**config.mk**
```make
export PLATFORM = sky130hd
export DESIGN_NAME = prmp_modmul
export DESIGN_NICKNAME = d
export VERILOG_FILES = /design/src/sv/prmp_pkg.sv /design/src/sv/prmp_modmul.sv
export SDC_FILE = /design/constraint.sdc
export NUM_CORES = 2
export LEC_CHECK = 0
export ABC_AREA = 0
export BUFFER_PORTS_ARGS = -buffer_cell sky130_fd_sc_hd__clkbuf_2
export CORE_MARGIN = 2
export CORE_UTILIZATION = 30
export DETAILED_ROUTE_END_ITERATION = 8
export PLACE_DENSITY = 0.43
export SLEW_MARGIN = 20
export SYNTH_ARGS = -nofsm -noshare
export SYNTH_HDL_FRONTEND = slang
export SYNTH_SLANG_ARGS = --single-unit
```
**constraint.sdc**
```tcl
create_clock -name aclk -period 20.3 [get_ports aclk]
set_input_delay 4.06 -clock aclk [delete_from_list [all_inputs] [get_ports aclk]]
set_output_delay 4.06 -clock aclk [all_outputs]
set_load 0.01 [all_outputs]
```
**src/sv/prmp_pkg.sv**
```systemverilog
// prmp_pkg: shared types and constants for the permutation rank unit
// no dependencies; imported by every module of the block except prmp_cell

package prmp_pkg;

    localparam int unsigned RankW = 30;

    // modulus of the rank and factorial arithmetic
    localparam logic [RankW-1:0] RankMod = 30'd1000000007;

    // barrett reciprocal floor(2^60 / RankMod), fits in 31 bits
    localparam logic [30:0] BarrettM = 31'((64'd1 << 60) / 64'(RankMod));

    localparam int unsigned InValueW = 32;

    typedef struct packed {
        logic signed [InValueW-1:0] value;
        logic                       last;
    } in_item_t;

    typedef struct packed {
        logic [RankW-1:0] rank;
        logic             done_res;
        logic             overflow;
    } out_item_t;

    typedef enum logic [2:0] {
        StIdle,
        StCmp,
        StCount,
        StMul,
        StFin
    } seq_state_t;

    typedef enum logic {
        TagFact,
        TagRank
    } mul_tag_t;

    typedef struct packed {
        logic     valid;
        mul_tag_t tag;
    } mul_req_t;

    typedef struct packed {
        logic             valid;
        mul_tag_t         tag;
        logic [RankW-1:0] result;
    } mul_rsp_t;

    typedef struct packed {
        logic valid;
        logic any_eq;
    } count_res_t;

endpackage

```
**src/sv/prmp_modmul.sv**
```systemverilog
// prmp_modmul: five-stage pipelined multiply modulo RankMod with barrett reduction
// operands must be below RankMod; uses prmp_pkg

module prmp_modmul (
    input  logic                       aclk,
    input  logic                       aresetn,
    input  prmp_pkg::mul_req_t         req,
    input  logic [prmp_pkg::RankW-1:0] a,
    input  logic [prmp_pkg::RankW-1:0] b,
    output prmp_pkg::mul_rsp_t         rsp
);

    import prmp_pkg::*;

    localparam logic [31:0] ModW  = 32'(RankMod);
    localparam logic [31:0] Mod2W = ModW << 1;

    mul_req_t s1_req_reg, s2_req_reg, s3_req_reg, s4_req_reg, s5_req_reg;

    logic [59:0]      prod_reg;
    logic [61:0]      est_reg;
    logic [31:0]      low2_reg;
    logic [31:0]      low3_reg;
    logic [31:0]      qp_reg;
    logic [31:0]      rem_reg;
    logic [RankW-1:0] res_reg;

    logic [30:0]      quot;
    logic [RankW-1:0] res_next;

    assign quot = est_reg[61:31];

    // estimate is at most two below the true quotient, so the remainder is under 3 * RankMod
    always_comb begin
        if (rem_reg >= Mod2W) begin
            res_next = RankW'(rem_reg - Mod2W);
        end else if (rem_reg >= ModW) begin
            res_next = RankW'(rem_reg - ModW);
        end else begin
            res_next = RankW'(rem_reg);
        end
    end

    always_ff @(posedge aclk) begin
        if (!aresetn) begin
            s1_req_reg <= '0;
            s2_req_reg <= '0;
            s3_req_reg <= '0;
            s4_req_reg <= '0;
            s5_req_reg <= '0;
        end else begin
            s1_req_reg <= req;
            s2_req_reg <= s1_req_reg;
            s3_req_reg <= s2_req_reg;
            s4_req_reg <= s3_req_reg;
            s5_req_reg <= s4_req_reg;
        end
    end

    always_ff @(posedge aclk) begin
        prod_reg <= 60'(a) * 60'(b);
        est_reg  <= 62'(prod_reg[59:29]) * 62'(BarrettM);
        low2_reg <= prod_reg[31:0];
        // remainder fits in 32 bits, so only the low word of q * RankMod is needed
        qp_reg   <= 32'(quot) * ModW;
        low3_reg <= low2_reg;
        rem_reg  <= low3_reg - qp_reg;
        res_reg  <= res_next;
    end

    assign rsp.valid  = s5_req_reg.valid;
    assign rsp.tag    = s5_req_reg.tag;
    assign rsp.result = res_reg;

endmodule

```
==> impl_results.rst <==
.. list-table::
   :header-rows: 1

   * - Metric
     - Value
   * - Status
     - finished clean
   * - Max-cap viol count
     - 0
   * - Gpl congestion
     - roughly 0.85
   * - Clk_lat worst skew
     - 0.59 ns
   * - Leftover overflow at the end of global routing
     - 0
   * - Initial antenna violation count
     - 7
   * - Drc violations
     - 0
   * - Die area
     - 195000 um^2
   * - Average wire per cell in the routed design
     - 19.2 um
   * - Fillers
     - a little under 20000
   * - Number of iterations in the first detailed-routing pass
     - 6
   * - Total clock buffers created by CTS
     - 29
   * - Wire length of the first global-routing pass
     - around 250 mm
   * - Area delta synth->final
     - 7.31%
   * - Worst setup skew after layout
     - 0.0218 ns
   * - Violation count after the first detailed-route iteration
     - 1905
   * - Placement Rows
     - 160
   * - Clock tree sinks
     - around 260
   * - Finish-stage setup viols
     - 0
   * - Core area
     - 190000 um^2
   * - Critical Path Source Type
     - input port
   * - Data arrival, critical path
     - 12.14 ns
   * - Hold WC Path Type
     - flop to flop
   * - Syn_nets
     - ~8000
   * - CTS max path bufs
     - 3
   * - Setup repair after global routing missed its margin
     - false
   * - Vias in the first global route
     - 41592
   * - Overall global routing resource usage
     - 16.9%
   * - Number of flops mapped to enable cells by yosys
     - 0
   * - Unique masters post-synth
     - 75
   * - Flip-flop count of the largest register after layout
     - 60
   * - H-Tree Depth
     - 1
   * - Post-synth top flop
     - dfxtp_1
   * - Hold Buf Count CTS
     - 0
   * - Total Routed Length
     - 162 mm
   * - Root buf cell
     - clkbuf_16
   * - Post-cts gate resize count
     - 0
   * - Synthesis-stage register bit count
     - roughly 260
   * - Sequential area share after synthesis
     - 9.02%
   * - Cells after synthesis
     - 5940
   * - Synth Cell Area
     - between 50000 and 60000 um^2
   * - Area share of the leading cell type in the synthesized netlist
     - about 43%
   * - Die extent in y
     - 442 um
   * - Vias/cell
     - 4.49
   * - Multi-input logic area
     - 45800 um^2
   * - Highest attainable clock frequency
     - 0.0858 GHz
   * - Fin crit period
     - 11.65 ns
   * - Count of yosys warnings during synthesis
     - 0
   * - Req. time, crit path
     - 20.78 ns
   * - Count of input and output buffers
     - 95
   * - Library cell occupying the most area in the post-synthesis netlist
     - fa_1
   * - I/O pin total
     - 96
   * - Remaining antenna violation count
     - 0
   * - Worst setup path category
     - input port to flop
   * - Main area contributors after synthesis
     - fa_1 43%, ha_1 17%, inv_1 10%, dfxtp_1 9.0%, and2_1 6.1%
   * - Max Fanout on Critical Path
     - 30
   * - Max transition margin
     - 27.9%
   * - Maximum number of pins on one net before global-route repair
     - 39
   * - Actual transition at the worst max-transition pin
     - 1.08 ns
   * - Share of the clock period used by the worst path after layout
     - between 50% and 60%
   * - Die span in x
     - about 440 um
   * - Layout net count
     - about 8000
   * - Via count
     - ~38000
   * - TritonCTS clock tree
     - built
   * - Average cell area after synthesis
     - 9.68 um^2
   * - Nature of the critical path endpoint
     - flop
   * - Starting utilization of the core area
     - 30.2%
   * - HPWL after detailed placement
     - roughly 130 mm
   * - Register clock-pin slew on the reported worst setup and hold paths
     - ~0.060 ns
   * - Max-slew violation total from the final report
     - 0
   * - Post-CTS Setup Bufs
     - 0
   * - Storage cell area
     - roughly 5200 um^2
   * - Final hold vios
     - 0
   * - Post-Route Setup TNS
     - 0 ns
   * - Ratio of cells with drive above 1 in the final layout
     - around 3.6%
   * - FFs w/ async S/R, synth
     - 0%
## synthesized netlist by cell type (7+ instances only)
library cell and n:
fa_1 1224, xnor2_1 131, o21ai_0 85, nor2b_1 16, inv_1 1531, ha_1 796, clkbuf_1 189, o21bai_1 15
a211o_1 9, a31oi_1 16, nand2_1 451, o21a_1 23, nand4_1 16, nand3_1 40, xor2_1 51, and2_1 565
nor3_1 30, dfxtp_1 259, a311oi_1 7, nand2b_1 18, or3_1 8, o31ai_1 8, and3_1 16, o211ai_1 13
o21ai_1 11, a21o_1 65, a211oi_1 18, a21oi_1 121, nor2_1 97
## critical path: stages
cell      delay [ns]
clkbuf_2        0.56
and2_1          0.39
fa_1            0.65
fa_1            0.47
fa_1            0.51
inv_1           0.05
fa_1            0.47
inv_1           0.05
fa_1            0.48
fa_1            0.51
fa_1            0.61
inv_1           0.09
fa_1            0.49
inv_1           0.05
ha_1            0.36
inv_1           0.07
nor3_1          0.31
and2_1          0.20
a221o_1         0.20
o2111a_1        0.40
o211ai_1        0.20
a21o_1          0.26
o211a_1         0.26
or3_1           0.35
o311ai_1        0.08
## routing by layer
metal / global-route usage (%) / routed length [um] / vias to the layer above / share of wire (%)
met3: 1.80 / 7250 / 128 / 4.5
li1: - / - / 17758 / -
met5: 0 / 13 / - / 0.0080
met4: 2.38 / 2380 / 2 / 1.5
met2: 26.8 / 72200 / 702 / 44
met1: 25.3 / 80500 / 19320 / 50
## cell usage in the layout, fill, tap and decap left out, types with 7 or more instances in the layout
master        n
a211o_1       9
a211oi_1     18
a21o_1       65
a21oi_1     121
a311oi_1      7
a31oi_1      16
and2_1      565
and3_1       16
buf_4        42
clkbuf_16    29
clkbuf_2     95
dfxtp_1     259
fa_1       1224
ha_1        796
inv_1      1531
nand2_1     451
nand2b_1     18
nand3_1      40
nand4_1      16
nor2_1       96
nor2b_1      16
nor3_1       30
o211ai_1     13
o21a_1       23
o21ai_0      85
o21ai_1      10
o21bai_1     15
o31ai_1       8
or3_1         8
xnor2_1     131
xor2_1       51
## per-stage QoR
stage               worst slack, ns  cells  instance area, um^2  hold WS [ns]  utilization [%]
floorplan                      9.29   5940                57500         0.310                -
global placement               8.12   8393                60700         0.311             31.9
detailed placement             8.03   8393                60700         0.312             31.9
CTS                            8.65   8447                61700         0.327             32.4
global route                   8.25   8447                61700         0.328             32.4
finish                         8.65   8449                61700         0.325             32.4
## cell families (layout without fill, tap and decap cells)
family	count (synthesis)	in the layout	synth area share, %
fa+ha+maj	2020	2020	59.9
buf+inv	1726	1722	11.3
simple gates	1287	1287	11.6
compound gates	465	465	5.44
flops	259	259	9.02
xor+xnor	182	182	2.77
mux	1	1	0.0174
other cells	0	2	0
## path summary, 6_finish.rpt
| kind | start | to | slack, ns | cells past startpoint |
|---|---|---|---|---|
| worst min register to register | low2_reg[29] | low3_reg[29] | 0.33 | 0 |
| worst min-delay path | low2_reg[29] | low3_reg[29] | 0.33 | 0 |
| worst max register to register | prod_reg[48] | est_reg[53] | 12.57 | 20 |
| worst max-delay path | a[16] | prod_reg[58] | 8.65 | 25 |
## area by class of cell
cell class | instances | area share (%)
well taps | 2511 | 5.09
clock buffers | 37 | 1.32
multi-input cells | 3955 | 74.3
clock inverters | 17 | 0.298
diodes | 2 | 0.00811
repair buffers | 137 | 1.28
inverters | 1531 | 9.31
flip-flops and latches | 259 | 8.40
Power is not shown: default switching activity piles up to over one toggle a cycle in this logic, so the estimate is an artifact.
