===== src/sv/prmp_cell.sv =====
// prmp_cell: one store cell of the value chain, holds a biased key and an occupancy bit
// compares the held key with the broadcast key; depends on nothing but its ports

module prmp_cell #(
    parameter int unsigned VALUE_BITS = 32
) (
    input  logic                  aclk,
    input  logic                  aresetn,
    input  logic                  shift_en,
    input  logic                  clear,
    input  logic [VALUE_BITS-1:0] prev_value,
    input  logic                  prev_valid,
    input  logic [VALUE_BITS-1:0] key,
    output logic [VALUE_BITS-1:0] value_o,
    output logic                  valid_o,
    output logic                  lt,
    output logic                  eq
);

    logic [VALUE_BITS-1:0] value_reg;
    logic                  valid_reg;

    always_ff @(posedge aclk) begin
        if (!aresetn || clear) begin
            valid_reg <= 1'b0;
        end else if (shift_en) begin
            valid_reg <= prev_valid;
        end
    end

    always_ff @(posedge aclk) begin
        if (shift_en) begin
            value_reg <= prev_value;
        end
    end

    assign value_o = value_reg;
    assign valid_o = valid_reg;
    assign lt      = valid_reg && (value_reg < key);
    assign eq      = valid_reg && (value_reg == key);

endmodule


===== config.mk =====
export PLATFORM = sky130hd
export DESIGN_NAME = prmp_cell
export DESIGN_NICKNAME = d
export VERILOG_FILES = /design/src/sv/prmp_cell.sv
export SDC_FILE = /design/constraint.sdc
export NUM_CORES = 1
export LEC_CHECK = 0
export BUFFER_PORTS_ARGS = -buffer_cell sky130_fd_sc_hd__buf_4
export CAP_MARGIN = 10
export CORE_ASPECT_RATIO = 2
export CORE_MARGIN = 2
export CORE_UTILIZATION = 44
export CTS_CLUSTER_SIZE = 14
export DETAILED_ROUTE_END_ITERATION = 8
export GPL_TIMING_DRIVEN = 0
export PLACE_DENSITY_LB_ADDON = 0.1
export SLEW_MARGIN = 20
export SYNTH_ARGS = -nofsm -noshare
export SYNTH_HDL_FRONTEND = slang
export SYNTH_SLANG_ARGS = --single-unit

===== constraint.sdc =====
create_clock -name aclk -period 2.7 [get_ports aclk]
set_input_delay 0.405 -clock aclk [delete_from_list [all_inputs] [get_ports aclk]]
set_output_delay 0.405 -clock aclk [all_outputs]
set_load 0.05 [all_outputs]

==> flow_summary.ini, run 1 <==
[global_route]
use_met3 = 0.05696
grt_antenna_before_repair = 0
grt_pass1_vias = 1560
grt-busiest-layer = met2
grt_overflow = 0
grtUsageMet2 = 0.3131
grt_usage = 0.1769
grt_pass1_wl_um = 6237
use_met1 = 0.1751
grt_max_degree = 34

[floorplan]
start_util = 0.4524
rows = 33
chipWidth_um = 49.38
die_y_um = 94.75
io_pins = 104
die_area_mm2 = 0.004678
coreArea_mm2 = 0.004005

[pwr]
ir_drop_v = 0.0004783
internal-power_mw = 0.9513
pwr-share-comb = 0.302
p_switching_mw = 0.4252
power_per_cell_area_mw_per_mm2 = 494.7
p_clk_frac = 0.240
switching_share = 0.3089
p_leak_nw = 1.409
seqPwrFrac = 0.458

[clock_network]
cts.clk_slew.worst_paths_ps = 60
htree_levels = 2
clockRootBuffer = clkbuf_8
numClockSinks = 33
clk_path_buf_depth = 2
clock_latency_ps = 270
cts_made_buffers = 5
cts_tree = yes

[synth]
ys_ff_latch = 33
ys.warnings.count = 0
netlist_area_mm2 = 0.001812
avgSynthCellArea_um2 = 12.16
netlist-cell-type-count = 26
syn_nets = 250
netlist_instances = 149
yosysSeqAreaShare = 0.5414

[routing]
viasPerCell = 4.820
vias = 1499
drt_iter0_markers = 11
drc = 0
drt_first_pass_iters = 4
wl_per_cell_um = 12.67
ant_nets = 0
wirelength_um = 3941

[placement]
portBuffers = 103
dp_hpwl_um = 3209
gp_congestion = 0.8071
place_inst = 304

[cells_and_area]
fin_nets = 360
instances_no_fill = 311
mostFrequentLayoutCell = buf_4
final_core_util = 0.6948
areaGrowthSynthToFinish_pct = 53.59
layout_common_cells = buf_4 (101), inv_1 (34), edfxtp_1 (32)
fillers = 299
drive_gt1_frac = 0.4440
diodes = 0

[run]
drv_cap = 0

[timing]
fmaxAchievable_mhz = 386.6
finalCritPeriodShare = 0.9580
skew_ps = 0
rsz0062_at_grt = yes
setup_violations = 0
drv_slew = 0
hold_viol_final = 0
worst_slew_pin_slew_ps = 426.3
period_needed_ps = 2587
slew_headroom = 0.7158

[setup_path]
startpoint_type = register
crit_type = register to output pin
crit_fanout = 3
worstPathRequired_ps = 2300
end_kind = output pin
cp_data_arrival_time_ps = 2180

[status]
status = finished, final reports clean

[worst_hold_path]
hp-class = input port to register
[flip-flops by register name, summed over array words and instances, names as in the netlist]
signal and flops:
value_o 32, valid_o 1
[routing by layer]
layer / vias up / part of all wire
met5: - / 0
met4: 0 / 0.024
met3: 8 / 0.086
met2: 77 / 0.52
met1: 664 / 0.37
li1: 750 / -
[layout make-up]
class	count	area (um2)	share of cell area
clock inverters	1	3.754	0.001349
well taps	52	65.06	0.02338
multi-input cells	82	752.0	0.2702
inverters	34	127.6	0.04586
repair buffers	103	780.7	0.2806
clock buffers	6	72.57	0.02608
flip-flops and latches	33	980.9	0.3525
[cell families after synthesis]
kind of cell             synth area share
AO/OA/AOI/OAI                     0.08011
adder cells (fa/ha/maj)            0.2210
buffers and inverters             0.07044
flip-flops                         0.5414
multiplexers                     0.005525
AND/OR/NAND/NOR                   0.08150
[path summary, 6_finish.rpt]
path / startpoint / to / slack [ps] / depth (start not counted)
setup / recovery: value_o[15] / lt / 110 / 7
hold / removal: clear / valid_o / 300 / 2
setup reg to reg: valid_o / valid_o / 1960 / 2
hold reg to reg: valid_o / valid_o / 580 / 2
[worst max-delay path, stage by stage (launching register included)]
cell and delay [ps]:
edfxtp_1 410, ha_1 330, nand4_1 170, nor2_1 70
a22o_1 200, a2111o_1 340, a211oi_4 220, buf_6 190
[through the flow]
stage / cell area [um2] / hold slack (ps) / worst slack (ps) / power [mW] / TNS [ps]
floorplan: 1843 / 481.1 / -45.35 / 0.8813 / -45.35
global placement: 2681 / 560.1 / 34.59 / 1.043 / 0
detailed placement: 2681 / 573.4 / 52.08 / 1.056 / 0
CTS: 2774 / 281.5 / 0.8475 / 1.400 / 0
global route: 2783 / 287.1 / -8.837 / 1.443 / -8.837
finish: 2783 / 295.2 / 113.3 / 1.376 / 0
[repair_timing]
item	CTS	global route
pin swaps	2	2
hold buffers	0	0
gates resized for setup	3	2
setup endpoints to repair	2	2
buffers inserted	0	0
[synthesized netlist by cell type, drive strengths merged]
master / instances / area [um2]
nor4: 2 / 18.77
nand3: 4 / 20.02
inv: 34 / 127.6
a221oi: 1 / 8.760
nand4: 4 / 25.02
a21o: 2 / 15.01
and2: 1 / 6.260
o21ai: 4 / 20.02
dfxtp: 1 / 20.02
nor3: 1 / 5.000
a22o: 1 / 8.760
a211oi: 1 / 12.51
nor2b: 1 / 6.260
nand2: 9 / 33.78
edfxtp: 32 / 960.9
nor3b: 1 / 7.510
a21oi: 11 / 58.81
nor2: 2 / 7.510
a2111o: 1 / 11.26
nand4b: 1 / 8.760
ha: 32 / 400.4
mux2i: 1 / 10.01
and4: 1 / 8.760
a221o: 1 / 10.01
[power by group through the flow]
| stage | combinational (mW) | sequential, mW | clock (mW) |
|---|---|---|---|
| final | 0.416 | 0.630 | 0.330 |
| after global routing | 0.449 | 0.635 | 0.359 |
| after CTS | 0.419 | 0.630 | 0.350 |
| after detailed placement | 0.415 | 0.641 | 0 |
| after global placement | 0.405 | 0.639 | 0 |
| after floorplan | 0.105 | 0.776 | 0 |
Note: power is estimated with default switching activity, not from simulation.
==> run 2: changes to the inputs <==
--- a/config.mk
+++ b/config.mk
@@ -13,7 +13,7 @@
 export CTS_CLUSTER_SIZE = 14
 export DETAILED_ROUTE_END_ITERATION = 8
 export GPL_TIMING_DRIVEN = 0
-export PLACE_DENSITY_LB_ADDON = 0.1
+export PLACE_DENSITY_LB_ADDON = 0.05
 export SLEW_MARGIN = 20
 export SYNTH_ARGS = -nofsm -noshare
 export SYNTH_HDL_FRONTEND = slang
==> run 2 against run 1 <==
Power increased by 5.3%. Utilization increased by 1.1 points. Clock-buffer cell count increased by 1. Register-to-register slack about the same. Clock skew unchanged. Setup slack improved by 24 ps. Flip-flop and latch count unchanged. First-iteration DRC count increased to 2.5 times the previous value. Critical path type unchanged. Critical endpoint unchanged.
==> flow_summary.ini, run 2 (synthesized netlist as in run 1, its figures left out) <==
[floorplan]
die_area_mm2 = 0.004678
start_util = 0.4524
coreArea_mm2 = 0.004005
io_pins = 104
rows = 33
die_y_um = 94.75
chipWidth_um = 49.38

[clock_network]
cts_made_buffers = 5
clockRootBuffer = clkbuf_8
clk_path_buf_depth = 2
clock_latency_ps = 280
htree_levels = 2
cts_tree = yes
numClockSinks = 33
cts.clk_slew.worst_paths_ps = 60
holdBufCountCts = 0

[setup_path]
crit_fanout = 2
startpoint_type = register
ff2ff_setup_slack_ps = 1970
worstPathRequired_ps = 2300
end_kind = output pin
cp_data_arrival_time_ps = 2160
crit_type = register to output pin

[timing]
setup_violations = 0
hold_viol_final = 0
rsz0062_at_grt = no
finalCritPeriodShare = 0.9491
drv_slew = 0
period_needed_ps = 2563
fin_ws_ps = 137.5
skew_ps = 0
worst_slew_pin_slew_ps = 413.9
slew_headroom = 0.7241
fmaxAchievable_mhz = 390.2

[pwr]
power_per_cell_area_mw_per_mm2 = 512.8
p_leak_nw = 1.434
ir_drop_v = 0.0004077

[placement]
place_inst = 304
dp_hpwl_um = 3260
dpl_cell_area_mm2 = 0.002681
place_ws_ps = 46.48
portBuffers = 103
gp_congestion = 0.7204

[global_route]
grt_pass1_vias = 1509
grt_overflow = 0
grt_antenna_before_repair = 0
grt_max_degree = 34
grt_pass1_wl_um = 5989
grt_usage = 0.1687

[cells_and_area]
mostFrequentLayoutCell = buf_4
diodes = 0
final_core_util = 0.7057
areaGrowthSynthToFinish_pct = 56.01
largest_reg_flops = 32
fin_nets = 362
fin_area_mm2 = 0.002826
drive_gt1_frac = 0.4542
instances_no_fill = 314
layout_common_cells = buf_4 (103), inv_1 (34), edfxtp_1 (32)

[routing]
vias = 1515
drt_iter0_markers = 28
dr_wl_met3_um = 267
drc = 0
ant_nets = 0
wl_per_cell_um = 12.56
wl_met2_um = 2175
drt-met1-wl_um = 1426
topRoutingLayerUsed = met4
drt_first_pass_iters = 4
viasPerCell = 4.825
wirelength_um = 3945

[worst_hold_path]
hp-class = input port to register

[status]
status = finished, final reports clean

[run]
drv_cap = 0
==> run 2: worst paths after layout <==
kind	startpoint	endpoint	depth (start not counted)
hold reg to reg	valid_o	valid_o	2
setup / recovery	value_o[5]	lt	7
setup reg to reg	valid_o	valid_o	2
hold / removal	clear	valid_o	2
==> run 2: final cells by class <==
type / count / area, um2
clock buffer: 7 / 96.34
clock inverter: 1 / 5.005
fill: 316 / 1179
inverter: 34 / 127.6
multi-input combinational: 82 / 755.7
sequential: 33 / 980.9
tap: 52 / 65.06
timing repair buffer: 105 / 795.8
==> run 2: power by group <==
part           leakage, nW  internal (mW)  total [mW]  switching [mW]
Combinational         1.06          0.173       0.418           0.246
Sequential           0.321          0.608       0.630          0.0228
Clock               0.0542          0.230       0.401           0.171
==> run 2: layer usage <==
layer | GRT usage | up-vias
li1 | - | 753
met3 | 0.04430 | 7
met5 | 0 | -
met2 | 0.3029 | 65
met4 | 0.07639 | 0
met1 | 0.1826 | 690
==> run 2: timing repair <==
item	in CTS	in global routing
pin swaps	1	4
endpoints found under the hold margin	0	0
gates resized for setup	2	2
endpoints found under the setup margin	2	2
setup buffers	0	2
==> run 2: critical path, stage by stage (launching register included) <==
cell	delay, ps
edfxtp_1	400
ha_1	310
a21oi_1	150
o21ai_0	80
a22o_1	180
a2111o_1	340
a211oi_4	220
buf_6	190
==> run 2: stage by stage <==
step / hold WS (ps) / TNS (ps) / power, mW
finish: 278.1 / 0 / 1.449
global route: 278.8 / 0 / 1.515
CTS: 268.5 / 0 / 1.466
detailed placement: 568.7 / 0 / 1.056
global placement: 574.6 / 0 / 1.044
floorplan: 481.1 / -45.35 / 0.8813
