## src/sv/prmp_pkg.sv

```systemverilog
// prmp_pkg: shared types and constants for the permutation rank unit
// no dependencies; imported by every module of the block except prmp_cell

package prmp_pkg;

    localparam int unsigned RankW = 30;

    // modulus of the rank and factorial arithmetic
    localparam logic [RankW-1:0] RankMod = 30'd1000000007;

    // barrett reciprocal floor(2^60 / RankMod), fits in 31 bits
    localparam logic [30:0] BarrettM = 31'((64'd1 << 60) / 64'(RankMod));

    localparam int unsigned InValueW = 32;

    typedef struct packed {
        logic signed [InValueW-1:0] value;
        logic                       last;
    } in_item_t;

    typedef struct packed {
        logic [RankW-1:0] rank;
        logic             done_res;
        logic             overflow;
    } out_item_t;

    typedef enum logic [2:0] {
        StIdle,
        StCmp,
        StCount,
        StMul,
        StFin
    } seq_state_t;

    typedef enum logic {
        TagFact,
        TagRank
    } mul_tag_t;

    typedef struct packed {
        logic     valid;
        mul_tag_t tag;
    } mul_req_t;

    typedef struct packed {
        logic             valid;
        mul_tag_t         tag;
        logic [RankW-1:0] result;
    } mul_rsp_t;

    typedef struct packed {
        logic valid;
        logic any_eq;
    } count_res_t;

endpackage

```

## src/sv/prmp_count_tree.sv

```systemverilog
// prmp_count_tree: registered binary tree that counts the less-than flags of the cells
// and ors their equal flags, with one register stage per tree level; uses prmp_pkg

module prmp_count_tree #(
    parameter int unsigned N = 256
) (
    input  logic                       aclk,
    input  logic                       aresetn,
    input  logic                       in_valid,
    input  logic [N-1:0]               lt_bits,
    input  logic [N-1:0]               eq_bits,
    output logic [$clog2(N+1)-1:0]     cnt_o,
    output prmp_pkg::count_res_t       res_o
);

    import prmp_pkg::*;

    localparam int unsigned Levels = $clog2(N);
    localparam int unsigned Leaves = 1 << Levels;
    localparam int unsigned CntW   = $clog2(N + 1);

    logic [CntW-1:0] leaf_cnt [Leaves];
    logic            leaf_any [Leaves];
    logic [CntW-1:0] cnt_reg  [1:Leaves-1];
    logic            any_reg  [1:Leaves-1];
    logic [Levels-1:0] vld_reg;
    logic [Levels-1:0] vld_next;

    for (genvar j = 0; j < Leaves; j++) begin : g_leaf
        if (j < N) begin : g_used
            assign leaf_cnt[j] = {{(CntW-1){1'b0}}, lt_bits[j]};
            assign leaf_any[j] = eq_bits[j];
        end else begin : g_pad
            assign leaf_cnt[j] = '0;
            assign leaf_any[j] = 1'b0;
        end
    end

    // heap layout: node i adds nodes 2i and 2i+1, the bottom row reads the leaves
    for (genvar i = 1; i < Leaves; i++) begin : g_node
        if (2 * i >= Leaves) begin : g_bottom
            always_ff @(posedge aclk) begin
                cnt_reg[i] <= leaf_cnt[2*i-Leaves] + leaf_cnt[2*i+1-Leaves];
                any_reg[i] <= leaf_any[2*i-Leaves] | leaf_any[2*i+1-Leaves];
            end
        end else begin : g_inner
            always_ff @(posedge aclk) begin
                cnt_reg[i] <= cnt_reg[2*i] + cnt_reg[2*i+1];
                any_reg[i] <= any_reg[2*i] | any_reg[2*i+1];
            end
        end
    end

    assign vld_next = Levels'({vld_reg, in_valid});

    always_ff @(posedge aclk) begin
        if (!aresetn) begin
            vld_reg <= '0;
        end else begin
            vld_reg <= vld_next;
        end
    end

    assign cnt_o        = cnt_reg[1];
    assign res_o.valid  = vld_reg[Levels-1];
    assign res_o.any_eq = any_reg[1];

endmodule

```

## config.mk

```make
export PLATFORM = sky130hd
export DESIGN_NAME = prmp_count_tree
export DESIGN_NICKNAME = d
export VERILOG_FILES = /design/src/sv/prmp_pkg.sv /design/src/sv/prmp_count_tree.sv
export SDC_FILE = /design/constraint.sdc
export NUM_CORES = 1
export LEC_CHECK = 0
export BUFFER_PORTS_ARGS = -buffer_cell sky130_fd_sc_hd__buf_2
export CELL_PAD_IN_SITES_DETAIL_PLACEMENT = 0
export CELL_PAD_IN_SITES_GLOBAL_PLACEMENT = 1
export CORE_MARGIN = 5
export CORE_UTILIZATION = 40
export CTS_CLUSTER_DIAMETER = 120
export DETAILED_ROUTE_END_ITERATION = 16
export GPL_ROUTABILITY_DRIVEN = 0
export PLACE_DENSITY = 0.72
export SETUP_SLACK_MARGIN = 0.3
export SLEW_MARGIN = 20
export SYNTH_ARGS = -nofsm -noshare
export SYNTH_HDL_FRONTEND = slang
export SYNTH_SLANG_ARGS = --single-unit
```

## constraint.sdc

```tcl
create_clock -name aclk -period 2 [get_ports aclk]
set_clock_uncertainty 0.15 [all_clocks]
set_input_delay 0.2 -clock aclk [delete_from_list [all_inputs] [get_ports aclk]]
set_output_delay 0.2 -clock aclk [all_outputs]
set_load 0.01 [all_outputs]
```

==> key figures, run 1 <==
Outcome
  • Status: completed

Layout
  • Post-route insts no fill: 5,316
  • Layout cell share with drive strength beyond 1: 23.5%
  • Post-layout util: 56.5%
  • Fillers: 6,952
  • Sequential cell area: 0.0204 mm²
  • Area of the multi-input gates: 0.0127 mm²
  • Nets: 5,153
  • Layout area overhead: 40.2%
  • Post-route cell area: 0.0491 mm²
  • Max reg flops: 757

Detailed routing
  • DRT Wirelength: 70.1 mm
  • Initial drt markers: 553
  • Initial DRT Pass Iterations: 4
  • Vias after detailed routing: 21,800
  • Routed length per instance: 13.2 µm
  • DRC violations left: 0
  • Post-DR vias/cell: 4.10
  • Remaining antenna violation count: 0

Placement
  • Worst slack, placed: 176 ps
  • Post-Place Cells: 4,475
  • Port Buffers: 525
  • DP Area: 0.0390 mm²
  • Dpl hpwl: 46.7 mm

Global route
  • Largest net degree at the start of global routing: 16
  • Met3 Usage GRT: 3.90%
  • Vias in the first global route: 24,100
  • Antenna violations before repair: 6
  • GRT Util Overall: 15.1%
  • First-pass GRT wire length: 116 mm
  • GRT met2 Usage: 26.7%
  • GRT overflow: 0
  • Most Used Layer, Global Route: met2
  • Grt met1 use: 17.8%

Setup path
  • CP Launch Type: register
  • Arrival @ worst endpoint: 2220 ps
  • Setup Crit Path Kind: register to register
  • Ordered list of cells on the worst path: ha_2 -> inv_2 -> fa_2 -> nor2b_4 -> o31a_1 -> or4_1 -> nand3_1
  • Critical Path RT: 2450 ps
  • Worst path slowest cell: or4_1
  • Worst path top cell family by delay: simple AND/OR/NAND/NOR gates
  • CP max FO: 3
  • Worst Path Buf+Inv: 1
  • Crit-path max cell delay: 400 ps
  • Crit end category: register

Yosys
  • Cell Area, Synth: 0.0351 mm²
  • Most used DFF post-synth: dfxtp_1
  • Cell count after synthesis: 2,806
  • Post-synth top area share: 58.3%
  • Seq/Total Area, Yosys: 58.3%
  • Synth cell types: 33
  • Syn nets: 3,886
  • Number of synthesized register bits: 1,020
  • Cell accounting for the most synthesized area: dfxtp_1
  • Ranking of synthesized cells by area: dfxtp_1, ha_1, fa_1
  • Synthesized area per cell: 12.5 µm²
  • Async SR Flop Fraction: 0%
  • Synth top cells by count: dfxtp_1, inv_1, ha_1
  • Count leader, synth: dfxtp_1
  • YS warnings: 0
  • Post-synth EDFFs: 0

Pwr
  • VDD IR max: 0.778 mV
  • Leakage: 23.7 nW
  • Total power: 62.3 mW
  • Sw power: 17.4 mW
  • Power Dens Cells: 1270 mW/mm²
  • Sequential share of power: 42.6%
  • Sw Ratio: 28.0%
  • Internal: 44.8 mW
  • Clock power share: 31.2%
  • Gate power share: 26.3%

Hold path
  • HP Class: primary input to register

Timing
  • Slew Viols, Final: 0
  • Worst rel slew slack: 78.1%
  • RSZ-0062 raised after global routing: true
  • Final setup violation count: 0
  • Slew @ Worst Pin: 329 ps
  • Final Critical Period: 1770 ps
  • Final WS setup: 226 ps
  • Worst hold margin: 105 ps
  • Fmax: 0.564 GHz
  • Period utilization: 88.7%
  • Setup TNS: 0 ps
  • Final hold viol count: 0

Floorplan
  • Total die area: 0.0936 mm²
  • Initial Utilization: 40.3%
  • Area of the core: 0.0869 mm²
  • Num ports: 526
  • Die Width: 306 µm
  • Rows: 108
  • Die H: 306 µm

Clocking
  • Worst-Skew Late Latency: 660 ps
  • TritonCTS clock tree: built
  • TritonCTS Buffers: 106
  • Longest Clk Path Bufs: 3
  • CTS Root Cell: clkbuf_16
  • Worst-path clk slew: 60 ps
  • H-tree depth: 3
  • Sink Count: 1,020

Run
  • Max-cap violations: 0
## path summary, 6_finish.rpt
kind | from | endpoint | slack (ps) | cells past startpoint
setup / recovery | cnt_reg[0][54] | cnt_reg[0][33] | 230 | 7
hold / removal | eq_bits[150] | any_reg[1][75] | 100 | 3
setup reg to reg | cnt_reg[0][54] | cnt_reg[0][33] | 230 | 7
hold reg to reg | any_reg[0][8] | any_reg[0][4] | 250 | 1
## timing repair
item / CTS / global route
pin swaps: 2 / 6
setup buffers: 1 / 1
gates cloned: 0 / 0
hold buffers: 643 / 0
resized for setup: 10 / 16
endpoints found under the setup margin: 9 / 18
hold endpoints to repair: 392 / 0
## power by group through the flow
stage	registers, mW	clock network [mW]	logic (mW)
after floorplan	26.3	0	11.2
after global placement	26.9	0	15.0
after detailed placement	27.0	0	15.1
after CTS	26.6	20.1	16.5
after global routing	26.9	21.0	19.1
final	26.5	19.4	16.3
## layer usage
metal  part of all wire, %  wire, µm
met1                    42     29400
met2                    49     34500
met3                   5.4      3780
met4                   3.4      2390
met5                     0         0
## worst register-to-register path: cells and delay by family (launching register included)
kind,cells,cell delay (ps)
flops,1,310
simple gates,3,540
compound gates,1,260
buf+inv,1,50
fa+ha+maj,2,410
## cells by family after synthesis
group	Yosys count	synth area share (%)
flops	1020	58.3
fa+ha+maj	565	22.9
buf+inv	540	5.90
simple gates	331	5.71
compound gates	235	4.37
xor+xnor	114	2.85
mux	1	0.0286
## cell type report
class                   instances  area share, %
clock inverters                47           1.20
flip-flops and latches       1020           41.6
diodes                          6         0.0306
well taps                    1155           2.94
clock buffers                 143           5.99
inverters                     529           4.04
repair buffers               1170           18.5
multi-input cells            1246           25.8
## cells in the final DEF (no fill, tap or decap), types with 8 or more instances in the layout
cell and n:
clkbuf_16 106, or2_2 255, xnor2_1 98, a21o_1 119, buf_2 525, clkbuf_1 22
bufinv_16 9, a21oi_1 65, dfxtp_1 1020, o21ai_0 22, inv_1 527, a21oi_2 8
fa_1 121, and2_1 8, dlygate4sd3_1 643, xor2_1 16, nor2b_1 15, clkinv_2 19
nor2_1 10, clkbuf_8 15, ha_1 433, nand2_1 23
Note: power is estimated with default switching activity, not from simulation.
==> inputs of run 2 (changes only) <==
Settings changed: REMOVE_ABC_BUFFERS from default to 1.
==> run 2 against run 1 <==
Net effect:
- worst hold slack worse by 1.3 ps
- combinational power hardly changed
- worst setup slack got worse by 14 ps
- wire length is 0.16% lower
- non-clock buffer count is 2 higher
- sequential cell count unchanged
- clock power rose by 10%
- count of clock-buffer cells in the layout fell by 2
- fmax fell by 0.80%
==> key figures, run 2 (same netlist as run 1, synthesis figures left out) <==
Setup path
  • Worst Path Buf+Inv: 1 (unchanged)
  • Setup Crit Path Kind: register to register
  • Worst path top cell family by delay: simple AND/OR/NAND/NOR gates
  • Ordered list of cells on the worst path: ha_2 -> inv_2 -> fa_2 -> nor2b_4 -> o31a_1 -> or4_1 -> nand3_1
  • Crit-path max cell delay: 400 ps (about the same)
  • CP Launch Type: register
  • Arrival @ worst endpoint: 2210 ps (about the same)
  • CP max FO: 2 (-1)
  • Critical Path RT: 2430 ps (-20 ps)
  • Crit end category: register
  • Worst path slowest cell: or4_1

Detailed routing
  • DRC violations left: 0 (unchanged)
  • Initial DRT Pass Iterations: 4 (unchanged)
  • Routed length per instance: 13.1 µm (-0.31%)
  • Post-DR vias/cell: 4.09 (-0.22%)
  • Remaining antenna violation count: 0 (unchanged)
  • Vias after detailed routing: 21,800 (-0.069%)
  • DRT Wirelength: 70.0 mm (-0.16%)
  • Initial drt markers: 601 (+8.7%)

Global route
  • Largest net degree at the start of global routing: 16 (unchanged)
  • Vias in the first global route: 24,200 (+0.34%)
  • Antenna violations before repair: 1 (-5)
  • First-pass GRT wire length: 117 mm (+0.90%)
  • GRT overflow: 0 (unchanged)
  • GRT Util Overall: 15.1% (about the same)

Run
  • Max-cap violations: 0 (unchanged)

Layout
  • Nets: 5,156 (+0.058%)
  • Max reg flops: 757 (unchanged)
  • Commonest non-fill, non-tap cell in the layout: dfxtp_1
  • Fillers: 7,011 (+0.85%)
  • Post-route cell area: 0.0496 mm² (+0.86%)
  • Post-layout util: 57.0% (+0.49 points)
  • Layout cell share with drive strength beyond 1: 24.1% (+0.55 points)
  • Layout area overhead: 41.4%
  • Most frequent cells in the layout: dfxtp_1, dlygate4sd3_1, inv_1, buf_2, ha_1

Clocking
  • H-tree depth: 3 (unchanged)
  • Longest Clk Path Bufs: 3 (unchanged)
  • Worst-path clk slew: 60 ps (about the same)
  • Sink Count: 1,020 (unchanged)
  • CTS Root Cell: clkbuf_16
  • Worst-Skew Late Latency: 650 ps (about the same)
  • TritonCTS Buffers: 107 (+0.94%)
  • TritonCTS clock tree: built

Floorplan
  • Die Width: 306 µm (unchanged)
  • Rows: 108 (unchanged)
  • Die H: 306 µm (unchanged)
  • Total die area: 0.0936 mm² (unchanged)
  • Area of the core: 0.0869 mm² (unchanged)
  • Initial Utilization: 40.3% (unchanged)
  • Num ports: 526 (unchanged)

Timing
  • RSZ-0062 raised after global routing: true
  • Final hold viol count: 0 (unchanged)
  • Setup TNS: 0 ps (unchanged)
  • Period utilization: 89.4% (+0.71 points)
  • Final setup violation count: 0 (unchanged)
  • Worst rel slew slack: 80.4% (+2.4 points)
  • Slew Viols, Final: 0 (unchanged)
  • Slew @ Worst Pin: 290 ps (-39.4 ps)
  • Final Critical Period: 1790 ps (+14.2 ps)
  • Fmax: 0.559 GHz (-0.80%)

Pwr
  • Power Dens Cells: 1300 mW/mm² (+2.6%)
  • Leakage: 24.0 nW (+1.1%)
  • VDD IR max: 0.742 mV (-4.7%)

Placement
  • Dpl hpwl: 46.2 mm (-1.2%)
  • Port Buffers: 525 (unchanged)
  • DP Area: 0.0390 mm² (about the same)

Hold path
  • HP Class: primary input to register

Outcome
  • Status: completed
## run 2: area by class of cell
class	instances	area (µm²)	share of cell area [%]
Multi-Input combinational cell	1246	12700	25.6
Clock inverter	60	862	1.74
Antenna cell	1	2.50	0.00505
Timing Repair Buffer	1172	9090	18.4
Tap cell	1155	1450	2.92
Sequential cell	1020	20400	41.2
Clock buffer	141	3070	6.19
Inverter	529	1990	4.01
## run 2: metrics by stage
step           power [mW]  setup slack [ps]  std cells  hold WS (ps)
2_1_floorplan        37.4               258       2795           154
3_3_place_gp         42.0               178       4475           238
3_5_place_dp         42.1               163       4475           234
4_1_cts              65.2               191       5321          56.0
5_1_grt              69.2               106       5323          79.4
6_report             64.5               212       5324           103
## run 2: routing by layer
layer  track usage [%]  part of all wire [%]  vias to the layer above  wire [µm]
met2              27.1                    49                      425      34500
met1              18.2                    43                     9940      29900
met4              5.22                   3.1                        0       2190
li1                  -                     -                    11300          -
met5                 0                     0                        -          0
met3              2.95                   4.8                      160       3350
## run 2: worst min-delay path, stage by stage
cell and delay, ps:
buf_2 70, or2_2 80, dlygate4sd3_1 520
## run 2: path summary, 6_finish.rpt
| path | startpoint | endpoint | slack (ps) | depth (start not counted) |
|---|---|---|---|---|
| setup / recovery | cnt_reg[0][54] | cnt_reg[0][33] | 210 | 7 |
| hold / removal | eq_bits[172] | any_reg[1][86] | 100 | 3 |
| setup reg to reg | cnt_reg[0][54] | cnt_reg[0][33] | 210 | 7 |
| hold reg to reg | any_reg[1][107] | any_reg[0][117] | 250 | 1 |
## run 2: power breakdown
group / switching [mW] / total (mW) / internal [mW]
sequential: 1.75 / 26.5 / 24.8
clock: 8.21 / 21.4 / 13.2
combinational: 7.89 / 16.5 / 8.66
## run 2: timing repair
action                     4_1_cts  5_1_grt
hold buffers                   643        0
setup buffers                    2        2
gates cloned                     0        0
resized for setup               12       19
pin swaps                        3        9
hold endpoints to repair       392        0
setup endpoints to repair        8       20
==> inputs of run 3 (changes only) <==
Settings changed: GPL_TIMING_DRIVEN from default to 0, TNS_END_PERCENT from default to 20.
==> run 3 against run 2 <==
Net effect:
- via count rose by 0.29%
- critical path type unchanged
- highest routed layer unchanged
- largest power group unchanged
- wire length shrank 1.9%
- final area is 0.57% lower
==> key figures, run 3 (same netlist as run 1, synthesis figures left out) <==
Clocking
  • Worst-Skew Late Latency: 650 ps (about the same)
  • Longest Clk Path Bufs: 3 (unchanged)
  • Worst-path clk slew: 60 ps (about the same)
  • TritonCTS Buffers: 105 (-1.9%)
  • TritonCTS clock tree: built
  • Sink Count: 1,020 (unchanged)
  • CTS Root Cell: clkbuf_16
  • H-tree depth: 3 (unchanged)

Detailed routing
  • Routed length per instance: 12.9 µm (-1.8%)
  • DRC violations left: 0 (unchanged)
  • Initial drt markers: 588 (-2.2%)
  • Vias after detailed routing: 21,900 (+0.29%)
  • Post-DR vias/cell: 4.11 (+0.33%)
  • Remaining antenna violation count: 0 (unchanged)
  • DRT Wirelength: 68.7 mm (-1.9%)
  • Initial DRT Pass Iterations: 4 (unchanged)

Pwr
  • Leakage: 23.8 nW (-0.56%)
  • VDD IR max: 0.780 mV (+5.2%)
  • Power Dens Cells: 1270 mW/mm² (-2.6%)

Placement
  • Post-Place Cells: 4,475 (unchanged)
  • Dpl hpwl: 45.8 mm (-0.87%)
  • Worst slack, placed: 141 ps (-22.2 ps)
  • Port Buffers: 525 (unchanged)

Floorplan
  • Area of the core: 0.0869 mm² (unchanged)
  • Die Width: 306 µm (unchanged)
  • Num ports: 526 (unchanged)
  • Rows: 108 (unchanged)
  • Die H: 306 µm (unchanged)
  • Total die area: 0.0936 mm² (unchanged)
  • Initial Utilization: 40.3% (unchanged)

Timing
  • Period utilization: 87.4% (-2.0 points)
  • Final hold viol count: 0 (unchanged)
  • Setup TNS: 0 ps (unchanged)
  • Final WS setup: 252 ps (+40.3 ps)
  • Fmax: 0.572 GHz (+2.3%)
  • Slew Viols, Final: 0 (unchanged)
  • Final setup violation count: 0 (unchanged)
  • Final Critical Period: 1750 ps (-40.3 ps)
  • Worst rel slew slack: 71.5% (-8.9 points)
  • RSZ-0062 raised after global routing: true
  • Slew @ Worst Pin: 424 ps (+135 ps)

Layout
  • Layout area overhead: 40.6%
  • Nets: 5,156 (unchanged)
  • Post-layout util: 56.7% (-0.32 points)
  • Max reg flops: 757 (unchanged)
  • Layout cell share with drive strength beyond 1: 23.5% (-0.54 points)
  • Post-route insts no fill: 5,322 (-0.038%)
  • Commonest non-fill, non-tap cell in the layout: dfxtp_1
  • Most frequent cells in the layout: dfxtp_1, dlygate4sd3_1, inv_1, buf_2, ha_1

Global route
  • GRT overflow: 0 (unchanged)
  • First-pass GRT wire length: 114 mm (-2.1%)
  • Vias in the first global route: 24,000 (-0.78%)
  • GRT met2 Usage: 26.4% (-0.67 points)
  • Grt met1 use: 17.6% (-0.56 points)
  • GRT Util Overall: 14.8% (-0.31 points)
  • Largest net degree at the start of global routing: 16 (unchanged)
  • Most Used Layer, Global Route: met2
  • Met3 Usage GRT: 3.33% (+0.38 points)
  • Antenna violations before repair: 7 (+6)

Setup path
  • Crit end category: register
  • Critical Path RT: 2440 ps (about the same)
  • Arrival @ worst endpoint: 2190 ps (-20 ps)
  • CP Launch Type: register
  • Slack of the worst reg-to-reg path: 250 ps (+40 ps)
  • CP max FO: 2 (unchanged)
  • Setup Crit Path Kind: register to register

Hold path
  • HP Class: primary input to register

Outcome
  • Status: completed

Run
  • Max-cap violations: 0 (unchanged)
==> run 3: cell count changes in the layout (fill, tap and decap cells not counted), moves of 4 or more <==
cell | previous run | this run
a21oi_2 | 7 | 2
clkinv_2 | 26 | 22
diode_2 | 1 | 9
inv_6 | 6 | 1
clkbuf_8 | 24 | 17
a21oi_1 | 66 | 71
bufinv_16 | 18 | 14
clkbuf_1 | 9 | 20
==> run 3: what timing repair did <==
action | CTS | global route
resized for setup | 9 | 15
setup endpoints to repair | 12 | 22
hold buffers | 643 | 0
pin swaps | 7 | 8
hold endpoints to repair | 392 | 0
setup buffers | 5 | 1
==> run 3: power breakdown <==
part | internal [mW] | switching (mW)
Sequential | 24.8 | 1.78
Clock | 12.2 | 7.83
Combinational | 8.42 | 7.44
==> run 3: final cells by class <==
type,instances,area (µm²)
sequential,1020,20400
tap,1155,1450
antenna,9,22.5
multi-input combinational,1246,12600
timing repair buffer,1174,9110
fill,7020,37600
clock buffer,143,2960
clock inverter,46,683
inverter,529,1990
==> run 3: per-stage QoR <==
stage	power, mW	hold slack, ps	area (µm²)
floorplan	37.4	154	35000
global placement	41.5	236	39000
detailed placement	41.6	237	39000
CTS	63.4	57.1	49200
global route	67.3	72.0	49300
finish	62.4	115	49300
==> run 3: layer usage <==
metal  part of all wire [%]  up-vias
li1                       -    11300
met1                     42    10000
met2                     50      435
met3                    4.9      152
met4                    3.0        0
met5                      0        -
==> run 3: worst paths after layout <==
check / startpoint / endpoint / depth (start not counted)
setup reg to reg: cnt_reg[0][36] / cnt_reg[0][24] / 7
hold reg to reg: any_reg[0][12] / any_reg[0][6] / 1
setup / recovery: cnt_reg[0][36] / cnt_reg[0][24] / 7
hold / removal: eq_bits[211] / any_reg[1][105] / 3
==> run 3: worst max-delay path, stage by stage (launching register included) <==
cell	delay (ps)
dfxtp_2	330
ha_4	160
inv_2	50
fa_2	220
nor2b_4	40
o31a_1	250
or4_4	420
nand3_2	80
